**config.mk**
```make
export PLATFORM = sky130hd
export DESIGN_NAME = string_hash_bucket_index
export DESIGN_NICKNAME = d
export VERILOG_FILES = /design/src/shbi_pkg.sv /design/src/string_hash_bucket_index.sv /design/src/shbi_ctrl.sv /design/src/shbi_dpath.sv
export SDC_FILE = /design/constraint.sdc
export NUM_CORES = 1
export LEC_CHECK = 0
export BUFFER_PORTS_ARGS = -buffer_cell sky130_fd_sc_hd__buf_2
export CAP_MARGIN = 25
export CORE_ASPECT_RATIO = 0.7
export CORE_UTILIZATION = 45
export DETAILED_ROUTE_END_ITERATION = 10
export GPL_ROUTABILITY_DRIVEN = 0
export GPL_TIMING_DRIVEN = 0
export PLACE_DENSITY = 0.69
export SKIP_CTS_REPAIR_TIMING = 1
export SYNTH_ARGS = -nofsm -noshare
export SYNTH_HDL_FRONTEND = slang
export SYNTH_SLANG_ARGS = --single-unit
```
**constraint.sdc**
```tcl
create_clock -name clk -period 5.6 [get_ports clk]
set_clock_uncertainty 0.05 [all_clocks]
set_input_delay 0.56 -clock clk [delete_from_list [all_inputs] [get_ports clk]]
set_output_delay 0.56 -clock clk [all_outputs]
set_load 0.02 [all_outputs]
```
**src/shbi_pkg.sv**
```systemverilog
// Shared types and constants for the string hash bucket index block.
`default_nettype none

package shbi_pkg;

  // Configuration register indexes
  localparam logic CFG_MODE = 1'b0;
  localparam logic CFG_SIZE = 1'b1;

  // Hash mode codes
  localparam logic MODE_ELF = 1'b0;
  localparam logic MODE_FNV = 1'b1;

  // Seeds and FNV prime
  localparam logic [31:0] ELF_SEED = 32'h0000_0000;
  localparam logic [31:0] FNV_SEED = 32'd2166136261;
  localparam logic [31:0] FNV_MULT = 32'd16777619;

  localparam logic [30:0] SIZE_RESET = 31'd53;

  // Remainder unit: one quotient bit per step
  localparam int DIV_STEPS = 32;
  localparam int CNT_W     = $clog2(DIV_STEPS);

  typedef struct packed {
    logic [7:0] key_byte;
    logic       last_byte;
  } shbi_in_t;

  typedef struct packed {
    logic [31:0] hash_value;
    logic [30:0] bucket_index;
  } shbi_out_t;

  // Controller to datapath commands
  typedef struct packed {
    logic acc;       // input transfer this cycle
    logic step;      // one remainder step
    logic out_load;  // load result register
  } shbi_cmd_t;

  typedef enum logic [1:0] {
    ST_IDLE,
    ST_DIV,
    ST_FIN
  } shbi_st_t;

endpackage

`default_nettype wire

```
**src/string_hash_bucket_index.sv**
```systemverilog
// Top level: streaming key hash (ELF/PJW or FNV-1a) with bucket index by modulo.
//
//   Channel | Ports                                   | Direction
//   --------+-----------------------------------------+----------
//   input   | in_valid, in_stall, in_data             | in
//   result  | out_valid, out_stall, out_data          | out
//   config  | cfg_we, cfg_idx, cfg_data               | in
//
// A byte that is not last is taken while idle and its hash update registered.
// A last byte stalls the input while the restoring remainder unit runs its 32 steps
// and then while the result register is loaded. That load, and so the stall, is
// held off for as long as an earlier result still waits in its register.
// Reset (synchronous, rst_n low) selects ELF/PJW, table size 53 and seed 0.
// A stalled result waits in its register; bytes are still taken meanwhile, and only
// the hand-off of the next key's result waits for it to clear.
`default_nettype none

module string_hash_bucket_index (
  input  wire logic                 clk,
  input  wire logic                 rst_n,
  input  wire logic                 cfg_we,
  input  wire logic                 cfg_idx,
  input  wire logic [30:0]          cfg_data,
  input  wire logic                 in_valid,
  output logic                      in_stall,
  input  wire shbi_pkg::shbi_in_t   in_data,
  output logic                      out_valid,
  input  wire logic                 out_stall,
  output shbi_pkg::shbi_out_t       out_data
);
  import shbi_pkg::*;

  shbi_cmd_t cmd;

  // Controller
  shbi_ctrl u_ctrl (
    .clk       (clk),
    .rst_n     (rst_n),
    .in_valid  (in_valid),
    .in_last   (in_data.last_byte),
    .in_stall  (in_stall),
    .out_valid (out_valid),
    .out_stall (out_stall),
    .cmd       (cmd)
  );

  // Datapath
  shbi_dpath u_dpath (
    .clk      (clk),
    .rst_n    (rst_n),
    .cfg_we   (cfg_we),
    .cfg_idx  (cfg_idx),
    .cfg_data (cfg_data),
    .in_data  (in_data),
    .cmd      (cmd),
    .out_data (out_data)
  );

`ifndef SYNTHESIS
  // a last-byte transfer starts the remainder unit, which holds off input
  a_last_stalls: assert property (@(posedge clk) disable iff (!rst_n)
    in_valid && !in_stall && in_data.last_byte |=> in_stall)
    else $error("input not stalled after last byte");

  // a new result only appears while input is held off
  a_result_after_div: assert property (@(posedge clk) disable iff (!rst_n)
    $rose(out_valid) |-> $past(in_stall))
    else $error("result raised outside remainder completion");

  // a result never appears from plain byte transfers
  a_no_result_mid_key: assert property (@(posedge clk) disable iff (!rst_n)
    in_valid && !in_stall && !in_data.last_byte && !out_valid |=> !out_valid)
    else $error("result produced without a last byte");
`endif

endmodule

`default_nettype wire

```
**src/shbi_ctrl.sv**
```systemverilog
// Controller: state machine sequencing byte transfers, remainder steps and result hand-off.
`default_nettype none

module shbi_ctrl (
  input  wire logic            clk,
  input  wire logic            rst_n,
  input  wire logic            in_valid,
  input  wire logic            in_last,
  output logic                 in_stall,
  output logic                 out_valid,
  input  wire logic            out_stall,
  output shbi_pkg::shbi_cmd_t  cmd
);
  import shbi_pkg::*;

  shbi_st_t           st_r, st_nxt;
  logic [CNT_W-1:0]   cnt_r, cnt_nxt;
  logic               out_valid_r, out_valid_nxt;

  // State registers
  always_ff @(posedge clk) begin
    if (!rst_n) begin
      st_r        <= ST_IDLE;
      cnt_r       <= '0;
      out_valid_r <= 1'b0;
    end else begin
      st_r        <= st_nxt;
      cnt_r       <= cnt_nxt;
      out_valid_r <= out_valid_nxt;
    end
  end

  // Next state and commands
  always_comb begin
    st_nxt        = st_r;
    cnt_nxt       = cnt_r;
    cmd           = '0;
    in_stall      = 1'b1;
    // result register drains on a transfer
    out_valid_nxt = out_valid_r && out_stall;
    case (st_r)
      ST_IDLE: begin
        in_stall = 1'b0;
        if (in_valid) begin
          cmd.acc = 1'b1;
          if (in_last) begin
            st_nxt  = ST_DIV;
            cnt_nxt = '0;
          end
        end
      end
      ST_DIV: begin
        cmd.step = 1'b1;
        cnt_nxt  = cnt_r + 1'b1;
        if (cnt_r == CNT_W'(DIV_STEPS - 1)) begin
          st_nxt = ST_FIN;
        end
      end
      ST_FIN: begin
        // wait for a free result register
        if (!out_valid_r || !out_stall) begin
          cmd.out_load  = 1'b1;
          out_valid_nxt = 1'b1;
          st_nxt        = ST_IDLE;
        end
      end
      default: begin
        st_nxt = ST_IDLE;
      end
    endcase
  end

  assign out_valid = out_valid_r;

endmodule

`default_nettype wire

```
**src/shbi_dpath.sv**
```systemverilog
// Datapath: configuration registers, running hash, restoring remainder unit, result register.
`default_nettype none

module shbi_dpath (
  input  wire logic                 clk,
  input  wire logic                 rst_n,
  input  wire logic                 cfg_we,
  input  wire logic                 cfg_idx,
  input  wire logic [30:0]          cfg_data,
  input  wire shbi_pkg::shbi_in_t   in_data,
  input  wire shbi_pkg::shbi_cmd_t  cmd,
  output shbi_pkg::shbi_out_t       out_data
);
  import shbi_pkg::*;

  logic        mode_r;
  logic [30:0] size_r;
  logic [31:0] hash_r;
  logic [31:0] hash_nxt;
  logic [31:0] elf_h;
  logic [31:0] fnv_h;
  logic [31:0] seed;

  logic [31:0] dvd_r;
  logic [31:0] rem_r;
  logic [30:0] dsr_r;
  logic [31:0] keep_r;
  logic [31:0] trial;
  logic [31:0] rem_nxt;

  shbi_out_t   out_r;

  assign seed = (mode_r == MODE_FNV) ? FNV_SEED : ELF_SEED;

  // ELF/PJW step: fold top nibble into bits 7..4, then clear it
  always_comb begin
    elf_h        = {hash_r[27:0], 4'h0} + {24'h0, in_data.key_byte};
    elf_h[7:4]   = elf_h[7:4] ^ elf_h[31:28];
    elf_h[31:28] = 4'h0;
  end

  // FNV-1a step, product truncated to 32 bits
  assign fnv_h    = (hash_r ^ {24'h0, in_data.key_byte}) * FNV_MULT;
  assign hash_nxt = (mode_r == MODE_FNV) ? fnv_h : elf_h;

  // Configuration and running hash
  always_ff @(posedge clk) begin
    if (!rst_n) begin
      mode_r <= MODE_ELF;
      size_r <= SIZE_RESET;
      hash_r <= ELF_SEED;
    end else if (cfg_we) begin
      if (cfg_idx == CFG_MODE) begin
        mode_r <= cfg_data[0];
        hash_r <= (cfg_data[0] == MODE_FNV) ? FNV_SEED : ELF_SEED;
      end else begin
        size_r <= cfg_data;
      end
    end else if (cmd.acc) begin
      hash_r <= in_data.last_byte ? seed : hash_nxt;
    end
  end

  // Restoring remainder step
  always_comb begin
    trial   = {rem_r[30:0], dvd_r[31]};
    rem_nxt = (trial >= {1'b0, dsr_r}) ? trial - {1'b0, dsr_r} : trial;
  end

  always_ff @(posedge clk) begin
    if (cmd.acc && in_data.last_byte) begin
      dvd_r  <= hash_nxt;
      keep_r <= hash_nxt;
      rem_r  <= '0;
      dsr_r  <= size_r;
    end else if (cmd.step) begin
      dvd_r <= {dvd_r[30:0], 1'b0};
      rem_r <= rem_nxt;
    end
  end

  // Result register; a zero table size gives bucket 0
  always_ff @(posedge clk) begin
    if (cmd.out_load) begin
      out_r.hash_value   <= keep_r;
      out_r.bucket_index <= (dsr_r == '0) ? '0 : rem_r[30:0];
    end
  end

  assign out_data = out_r;

endmodule

`default_nettype wire
```
==> results of run 1 <==
-- critical path, delay by kind of cell, from the launching register on --
kind | cells | cell delay, ns
flip-flops | 1 | 0.38
AO/OA/AOI/OAI | 5 | 1.19
XOR/XNOR | 2 | 0.52
buffers and inverters | 3 | 0.26
AND/OR/NAND/NOR | 3 | 0.52
adder cells (fa/ha/maj) | 8 | 2.75
-- metrics by stage --
stage	utilization (%)	std cells	setup slack, ns	setup TNS [ns]	power [uW]
2_1_floorplan	-	1752	0.0183	0	4230
3_3_place_gp	49.3	2387	-1.65	-87.49	4820
3_5_place_dp	49.6	2392	-1.73	-56.99	4880
4_1_cts	51.9	2443	-1.54	-45.53	6710
5_1_grt	54.7	2479	-0.469	-5.70	8060
6_report	54.7	2482	-0.365	-2.66	7630
-- registers in the layout (all words and copies together), names as in the netlist --
name              flops
u_ctrl.cnt_r          5
u_dpath.size_r       31
u_dpath.rem_r        31
u_dpath.dvd_r        32
u_ctrl.st_r           2
u_dpath.dsr_r        31
u_ctrl.out_valid      1
u_dpath.mode_r        1
u_dpath.hash_r       32
u_dpath.keep_r       32
u_dpath.out_data     63
-- logic make-up after synthesis --
kind of cell	after synthesis	synth area share, %
AO/OA/AOI/OAI	333	13.0
XOR/XNOR	99	4.87
adder cells (fa/ha/maj)	298	24.2
buffers and inverters	303	6.52
flip-flops	261	38.3
multiplexers	28	1.62
AND/OR/NAND/NOR	430	11.6
-- placed cells by master, fill, tap and decap left out, types with 14 or more instances in the layout --
master,instances
ha_1,190
nand2_1,192
clkbuf_1,47
o21ai_1,41
dfxtp_1,82
clkbuf_16,28
a21boi_0,29
nor2b_1,48
a21o_1,21
xnor2_1,51
nand4_1,14
o21ai_0,38
inv_1,236
nor2_1,63
a21oi_1,61
nand3_1,21
ha_4,24
buf_2,110
mux2i_1,21
and2_1,14
edfxtp_1,158
xor2_1,32
fa_1,74
buf_4,37
-- layer usage --
metal  GRT usage, %  up-vias  wire length (microns)
li1               -     6392                      -
met1           36.4     6474                  22800
met2           32.0      613                  19300
met3           6.38       91                   5080
met4           5.88        4                   1260
met5              0        -                     31
-- report_power, final --
group          internal (uW)  leakage (uW)  switching [uW]
combinational           1520       0.00651            2080
sequential              2140       0.00235            77.0
clock                   1050      0.000438             761
total                   4720       0.00929            2910
-- layout make-up --
type / instances / area [sq um] / share of cell area (%)
sequential: 261 / 6860 / 32.4
tap: 527 / 659 / 3.12
clock buffer: 37 / 764 / 3.61
inverter: 250 / 943 / 4.46
buffer: 49 / 224 / 1.06
timing repair buffer: 152 / 967 / 4.57
clock inverter: 14 / 136 / 0.644
multi-input combinational: 1188 / 10600 / 50.1
antenna: 4 / 10.0 / 0.0473
-- worst paths after layout --
| path | from | cells past startpoint | endpoint | slack [ns] |
|---|---|---|---|---|
| setup / recovery | u_dpath.hash_r[7] | 21 | u_dpath.dvd_r[30] | -0.37 |
| hold / removal | cfg_data[2] | 3 | u_dpath.size_r[2] | 0.16 |
| setup reg to reg | u_dpath.hash_r[7] | 21 | u_dpath.dvd_r[30] | -0.37 |
| hold reg to reg | u_dpath.keep_r[17] | 0 | u_dpath.out_data[48] | 0.37 |
==> results.md, run 1 <==
* Hold Crit Class: in2reg
* Crit. End Element: register
* Filler cells at 3277
* Synth Net Count at 2096
* Critical path peak fanout at 5
* Setup slack after layout at -0.365 ns
* IO buf count at 108
* Dominant cell type by area after synthesis: edfxtp_1
* Sequential area share after synthesis at 38.3%
* Drt drc at 0
* Number of iterations in the first detailed-routing pass at 5
* # rows at 60
* CP most frequent cell: ha_4
* Max Clock Freq at 168 MHz
* Status: finished, violations left
* CTS max path bufs at 3
* Num CTS Buffers at 28
* Startpoint types: register
* Largest net degree at the start of global routing at 37
* Worst slew margin at 36.4%
* DR vias at ~14k
* CP Data Required Time at 5.84 ns
* Worst path slowest cell: fa_1
* Dominant cell by count in the synthesized netlist: inv_1
* Full die area at ~40000 sq um
* H-tree depth at 1
* Synth warn at 0
* #FFs+latches synth at around 260
* Post-route ant nets at 0
* Hold Slack at 0.163 ns
* Leakage power total at ~0.0093 uW
* CTS tree: yes
* Vias/cell at about 5.5
* Slew Limit Fails at 0
* Power Density at 361 nW/um^2
* Clock-pin slew on the worst setup and hold paths at 0.06 ns
* DR WL/cell at 19.5 microns
* CP cell instances: xor2_4, ha_4, ha_4, fa_2, ha_4, fa_1, ha_4, inv_2, fa_1, inv_2, ha_4, nand2_4, nor4_4, nand3_2, o32ai_4, o211ai_1, buf_4, a31oi_4, a31oi_4, xnor2_4, a31o_1
* Die Wd at 240 microns
* Mapped Avg Cell Area at 10.2 sq um
* First-pass GRT wire length at 72800 microns
* Slowest cell delay on critical path at 0.51 ns
* Routed Wire Length at 48500 microns
* EDFF count, synth at 158
* Worst Tran Pin Value at 0.954 ns
* Root Driver: clkbuf_16
* Core area at 38700 sq um
* RSZ-0062 raised after global routing: yes
* Final nets at between 2k and 2.5k
* Dominant synthesized flop cell: edfxtp_1
* Initial antenna violation count at 5
* Vias in the first global route at 12.7k
* Detail Placement HPWL at 37400 microns
* Library cells used by synthesis at 83
* Fin. Hold Viols at 0
* Final Setup Violations at 19
* Top-area cell type share of the netlist area at a little over a quarter
* GR Overflow Total at 0
* Worst IR drop on VDD at 423 uV
* Synthesized area at 17800 sq um
* CTS sink cnt at 261
* Drt first-iter violations at 1486
* Worst EP arrival at 6.21 ns
* Chip height at 168 microns
* Placed inst area at 19200 sq um
* Async SR Flop Fraction at 0%
* Synth area leaders: edfxtp_1 27%, ha_1 16%, dfxtp_1 12%
* GRT Resource Usage Total at 23.6%
* Post-route minimum period at 5.97 ns
* Worst setup path class: reg2reg
* Io pins at between 100 and 150
* Initial Utilization at 46.0%
* Area Growth Syn to Fin at 18.9%
* Max cap viols at 0
* Post-synth top cells: 247 x inv_1, 222 x ha_1, 195 x nand2_1
* Worst-skew pair later-pin latency at between 0.5 and 0.6 ns
* Tcrit/Tclk final at 107%
* Cells after synthesis at 1752
* Failing checks: negative setup slack
* Final non-filler cell area at 21200 sq um
* Layout cells sized above 1 at 18.1%
No activity file was read; power rests on OpenSTA's default activity.
==> inputs of run 2 (changes only) <==
CORE_UTILIZATION = 50   (was 45)
PLACE_DENSITY = 0.75   (was 0.69)
TNS_END_PERCENT = 1   (was default)
==> run 2 against run 1 <==
Effect of this change: the flow still finishes with violations (negative setup slack); final cell count fell by 2.4%; clock-buffer cell count fell by 8; setup slack improved by 0.0014 ns; global-route usage rose by 2.7 points; clock power fell by 5%; register-to-register slack barely moved.
==> results.md, run 2 (synthesis gave the netlist of run 1 again) <==
* Status: finished, violations left
* Failing checks: negative setup slack
* Fin. Hold Viols at 0 (unchanged)
* Area Growth Syn to Fin at 17.9%
* Final Setup Violations at 25 (+6)
* Num CTS Buffers at 26 (-7.1%)
* Largest net degree at the start of global routing at 35 (-5.4%)
* Hold Slack at 0.146 ns (-0.0171 ns)
* RSZ-0062 raised after global routing: yes
* Post-route minimum period at 5.96 ns (-0.00136 ns)
* M3 GR Usage at 7.12% (+0.74 points)
* CTS sink cnt at 261 (unchanged)
* First-pass GRT wire length at 73400 microns (+0.83%)
* Register Area at 6860 sq um (about the same)
* CTS max path bufs at 3 (unchanged)
* Number of iterations in the first detailed-routing pass at 6 (+1)
* Non-Filler Instances at 2423 (-2.4%)
* Cell family with most CP delay: adder cells
* Vias/cell at 5.78 (+5.8%)
* Clock-pin slew on the worst setup and hold paths at 0.07 ns (about the same)
* Startpoint types: register
* R2R Path Start: u_dpath.hash_r[7]
* Die Wd at 227 microns (-5.1%)
* Max cap viols at 0 (unchanged)
* Post-layout util at 60.1% (+5.4 points)
* Drt drc at 0 (unchanged)
* CP Data Required Time at 5.88 ns (+0.04 ns)
* H-tree depth at 1 (unchanged)
* Max FFs per register at 63 (unchanged)
* Commonest non-fill, non-tap cell in the layout: inv_1
* Worst setup path class: reg2reg
* Filler cells at 2777 (-15%)
* Power Density at 354 nW/um^2 (-1.8%)
* Most used routing layer: met1
* Initial Utilization at 51.0% (+5.0 points)
* Initial antenna violation count at 6 (+1)
* Worst path slowest cell: fa_1
* Chip height at 160 microns (-5.1%)
* GRT Resource Usage Total at 26.3% (+2.7 points)
* Slew Limit Fails at 0 (unchanged)
* Post-route ant nets at 0 (unchanged)
* Drt first-iter violations at 1441 (-3.0%)
* # rows at 57 (-5.0%)
* Leakage power total at 0.00925 uW (-0.49%)
* GR Overflow Total at 0 (unchanged)
* CP cell instances: xor2_4, ha_4, ha_4, fa_2, ha_4, fa_1, ha_4, inv_1, fa_1, inv_2, ha_4, inv_4, nor4_4, nand3_2, o32ai_4, o211ai_1, buf_4, a31oi_4, a31oi_4, xnor2_2, a31o_1
* Root Driver: clkbuf_16
* Crit. End Element: register
* Setup slack after layout at -0.364 ns (+0.00136 ns)
* Worst Tran Pin Value at 0.884 ns (-0.0703 ns)
* Hold Crit Class: in2reg
* CP most frequent cell: ha_4
* Worst EP arrival at 6.24 ns (+0.03 ns)
* Worst slew margin at 41.1% (+4.7 points)
* Routed Wire Length at 49800 microns (+2.7%)
* Met2 GRT Util at 36.3% (+4.3 points)
* Critical path peak fanout at 5 (unchanged)
* DR vias at 14.0k (+3.3%)
* Met1 global-route usage at 39.9% (+3.5 points)
* IO buf count at 108 (unchanged)
* Worst-skew pair later-pin latency at 0.59 ns (+0.03 ns)
* Slowest cell delay on critical path at 0.54 ns (+0.03 ns)
* Core area at 34900 sq um (-9.8%)
* Max Clock Freq at 168 MHz (about the same)
* CTS tree: yes
* Full die area at 36400 sq um (-9.9%)
* Worst path bufs/invs at 4 (+1)
* DR WL/cell at 20.6 microns (+5.2%)
* Detail Placement HPWL at 37100 microns (-0.66%)
* Tcrit/Tclk final at 106% (about the same)
* Most frequent cells in the layout: 240 x inv_1, 191 x nand2_1, 189 x ha_1
* Worst min-delay path startpoint: cfg_data[4]
* Final nets at 2270 (-0.18%)
* Worst IR drop on VDD at 395 uV (-6.5%)
* Vias in the first global route at 13.3k (+4.6%)
* Dpl cells at 2337 (-2.3%)
* Layout cells sized above 1 at 17.6% (-0.57 points)
* Crit. Startpoint: u_dpath.hash_r[7]
* Io pins at 111 (unchanged)
* Multi-input gate area at 10600 sq um (-0.26%)
==> run 2: path summary, 6_finish.rpt <==
kind	endpoint	slack, ns	cells past startpoint
worst max-delay path	u_dpath.dvd_r[30]	-0.36	21
worst min-delay path	u_dpath.size_r[4]	0.15	3
worst max register to register	u_dpath.dvd_r[30]	-0.36	21
worst min register to register	u_dpath.out_data[52]	0.37	0
==> run 2: power by group <==
part,internal [uW],total (uW),leakage (uW),switching (uW)
Sequential,2140,2220,0.00235,76.2
Combinational,1420,3490,0.00650,2070
Clock,953,1720,0.000406,770
Total,4510,7430,0.00925,2910
==> run 2: final cells by class <==
| class | instances | share of cell area, % |
|---|---|---|
| Inverter | 250 | 4.50 |
| Sequential cell | 261 | 32.7 |
| Tap cell | 472 | 2.82 |
| Buffer | 49 | 1.09 |
| Clock buffer | 29 | 3.16 |
| Antenna cell | 5 | 0.0596 |
| Timing Repair Buffer | 150 | 4.45 |
| Multi-Input combinational cell | 1188 | 50.4 |
| Clock inverter | 19 | 0.841 |
==> run 2: per-stage QoR <==
step / worst slack (ns) / cell area [sq um] / power [uW] / TNS (ns)
2_1_floorplan: -0.00508 / 17800 / 4230 / -0.00508
6_report: -0.364 / 21000 / 7430 / -4.20
3_5_place_dp: -1.74 / 19100 / 4900 / -58.60
5_1_grt: -0.484 / 21000 / 7810 / -8.12
4_1_cts: -1.50 / 19900 / 6620 / -46.09
3_3_place_gp: -1.56 / 19000 / 4790 / -84.06
==> run 2: metal layers <==
metal | routed length, microns | vias to the layer above | part of all wire (%)
li1 | - | 6371 | -
met5 | 145 | - | 0.29
met3 | 5650 | 154 | 11
met1 | 22100 | 6706 | 44
met4 | 1950 | 4 | 3.9
met2 | 20000 | 781 | 40
==> run 2: worst reg2reg max path: stages (launching register included) <==
cell and delay (ns):
dfxtp_4 0.38, xor2_4 0.35, ha_4 0.28, ha_4 0.27, fa_2 0.47, ha_4 0.19, fa_1 0.54, ha_4 0.13
inv_1 0.05, fa_1 0.53, inv_2 0.06, ha_4 0.30, inv_4 0.06, nor4_4 0.34, nand3_2 0.15, o32ai_4 0.39
o211ai_1 0.15, buf_4 0.17, a31oi_4 0.24, a31oi_4 0.14, xnor2_2 0.21, a31o_1 0.26
==> inputs of run 3 (changes only) <==
HOLD_SLACK_MARGIN = 0.12   (was default)
RECOVER_POWER = 50   (was default)
==> run 3 against run 2 <==
Effect of this change: the flow finishes with violations (max-capacitance violations, max-slew violations, negative setup slack); critical path depth did not move; clock-buffer cell count did not move; combinational power barely moved; clock power barely moved; utilization fell by 0.26 points; maximum frequency fell by 1.1%; setup slack got worse by 0.066 ns; non-clock buffer count did not move; flip-flop and latch count did not move; largest cell class unchanged; highest routed layer unchanged.
==> results.md, run 3 (synthesis gave the netlist of run 1 again) <==
* Status: finished, violations left
* Failing checks: max-capacitance violations, max-slew violations, negative setup slack
* Worst path bufs/invs at 4 (unchanged)
* Routed wl met2 at 20200 microns (+0.88%)
* Routed Wire Length at 49700 microns (-0.16%)
* Worst EP arrival at 6.30 ns (+0.06 ns)
* Slew Limit Fails at 18 (+18)
* Fin Setup TNS at -5.32 ns (-1.12 ns)
* Number of iterations in the first detailed-routing pass at 6 (unchanged)
* Placed inst area at 19100 sq um (unchanged)
* WL met1 at 21700 microns (-1.7%)
* Worst-skew pair later-pin latency at 0.58 ns (about the same)
* Final non-filler cell area at 20900 sq um (-0.44%)
* CTS tree: yes
* Worst slew margin at -61.2% (-100 points)
* DR top layer: met5
* Drt drc at 0 (unchanged)
* Drt first-iter violations at 1545 (+7.2%)
* Int Pwr at 4510 uW (about the same)
* Combinational Power Share at 47.0% (about the same)
* Post-route ant nets at 0 (unchanged)
* Max cap viols at 1 (+1)
* Final Setup Violations at 28 (+12%)
* Area Growth Syn to Fin at 17.4%
* Clock Power Share at 23.1% (about the same)
* Multi-input gate area at 10600 sq um (-0.11%)
* Most frequent cells in the layout: 241 x inv_1, 191 x nand2_1, 189 x ha_1
* Worst IR drop on VDD at 397 uV (+0.53%)
* Worst setup path class: reg2reg
* DR vias at 14.0k (-0.19%)
* CP most frequent cell: ha_4
* Worst path slowest cell: fa_1
* Post-route minimum period at 6.03 ns (+0.0661 ns)
* GRT Resource Usage Total at 26.3% (unchanged)
* Final nets at 2270 (unchanged)
* CTS sink cnt at 261 (unchanged)
* Num CTS Buffers at 26 (unchanged)
* # rows at 57 (unchanged)
* H-tree depth at 1 (unchanged)
* Max FFs per register at 63 (unchanged)
* CTS max path bufs at 3 (unchanged)
* Power Density at 356 nW/um^2 (+0.44%)
* DR WL/cell at 20.5 microns (-0.12%)
* Tcrit/Tclk final at 108% (+1.2 points)
* Slowest cell delay on critical path at 0.54 ns (about the same)
* Sw Ratio at 39.2% (about the same)
* Worst Tran Pin Value at 2.42 ns (+1.53 ns)
* RSZ-0062 raised after global routing: yes
* Vias in the first global route at 13.3k (unchanged)
* Seq pwr share at 29.9% (about the same)
* Initial antenna violation count at 6 (unchanged)
* Hold Crit Class: in2reg
* Io pins at 111 (unchanged)
* Detail Placement HPWL at 37100 microns (unchanged)
* Core area at 34900 sq um (unchanged)
* Crit. End Element: register
* First-pass GRT wire length at 73400 microns (unchanged)
* Leakage power total at 0.00908 uW (-1.9%)
* Cell family with most CP delay: adder cells
* Startpoint types: register
* Met3 wire len at 5900 microns (+4.4%)
* Initial Utilization at 51.0% (unchanged)
* Largest net degree at the start of global routing at 35 (unchanged)
* CP cell instances: xor2_4, ha_4, ha_4, fa_2, ha_4, fa_1, ha_4, inv_1, fa_1, inv_2, ha_4, inv_4, nor4_4, nand3_2, o32ai_4, o211ai_1, buf_4, a31oi_4, a31oi_4, xnor2_2, a31o_1
* Max Clock Freq at 166 MHz (-1.1%)
* GR Overflow Total at 0 (unchanged)
* Chip height at 160 microns (unchanged)
* Register Area at 6860 sq um (unchanged)
* Root Driver: clkbuf_16
* Setup slack after layout at -0.430 ns (-0.0661 ns)
* Tot Pwr at 7430 uW (about the same)
* Filler cells at 2804 (+0.97%)
* Clock-pin slew on the worst setup and hold paths at 0.07 ns (about the same)
* Fin. Hold Viols at 0 (unchanged)
* CP Data Required Time at 5.87 ns (about the same)
* Sw power at 2910 uW (about the same)
* Critical path peak fanout at 5 (unchanged)
* Full die area at 36400 sq um (unchanged)
* Hold Slack at 0.153 ns (+0.00675 ns)
* IO buf count at 108 (unchanged)
* Layout cells sized above 1 at 14.3% (-3.3 points)
* Commonest non-fill, non-tap cell in the layout: inv_1
* Die Wd at 227 microns (unchanged)
* Vias/cell at 5.78 (-0.15%)
run 3: cell count changes in the layout (fill, tap and decap cells not counted), sizes merged:
cell / previous run / this run
diode: 5 / 4
clkbuf: 70 / 132
buf: 158 / 96
run 3: worst paths after layout:
kind	depth (start not counted)	slack [ns]	startpoint	to
hold / removal	3	0.15	cfg_data[2]	u_dpath.size_r[2]
hold reg to reg	0	0.37	u_dpath.keep_r[21]	u_dpath.out_data[52]
setup reg to reg	21	-0.43	u_dpath.hash_r[7]	u_dpath.dvd_r[30]
setup / recovery	21	-0.43	u_dpath.hash_r[7]	u_dpath.dvd_r[30]
run 3: final cells by class:
type	instances	share of cell area (%)
Inverter	250	4.52
Clock buffer	29	3.17
Sequential cell	261	32.8
Clock inverter	19	0.845
Buffer	49	1.09
Timing Repair Buffer	150	4.10
Antenna cell	4	0.0479
Tap cell	472	2.83
Multi-Input combinational cell	1188	50.6
run 3: power by group through the flow:
stage          Sequential, uW  Clock [uW]  Combinational [uW]
2_1_floorplan            2220           0                2010
3_3_place_gp             2250           0                2540
3_5_place_dp             2250           0                2640
4_1_cts                  2210        1740                2670
5_1_grt                  2220        1820                3770
6_report                 2220        1720                3490
run 3: per-stage QoR:
step / util (%) / worst slack, ns / cells
2_1_floorplan: - / -0.00508 / 1752
3_3_place_gp: 54.4 / -1.56 / 2332
3_5_place_dp: 54.7 / -1.74 / 2337
4_1_cts: 57.2 / -1.50 / 2385
5_1_grt: 59.9 / -0.484 / 2421
6_report: 59.9 / -0.430 / 2422
run 3: layer usage:
metal	track usage, %	up-vias
met5	0	-
met4	7.38	6
met3	7.12	149
met2	36.3	791
met1	39.9	6665
li1	-	6378
run 3: worst register-to-register path: stages (launching register included):
cell and delay (ns):
dfxtp_4 0.38, xor2_4 0.36, ha_4 0.28, ha_4 0.27, fa_2 0.47, ha_4 0.19
fa_1 0.54, ha_4 0.13, inv_1 0.05, fa_1 0.53, inv_2 0.06, ha_4 0.30
inv_4 0.06, nor4_4 0.35, nand3_2 0.15, o32ai_4 0.41, o211ai_1 0.15, buf_4 0.17
a31oi_4 0.24, a31oi_4 0.14, xnor2_2 0.21, a31o_1 0.26
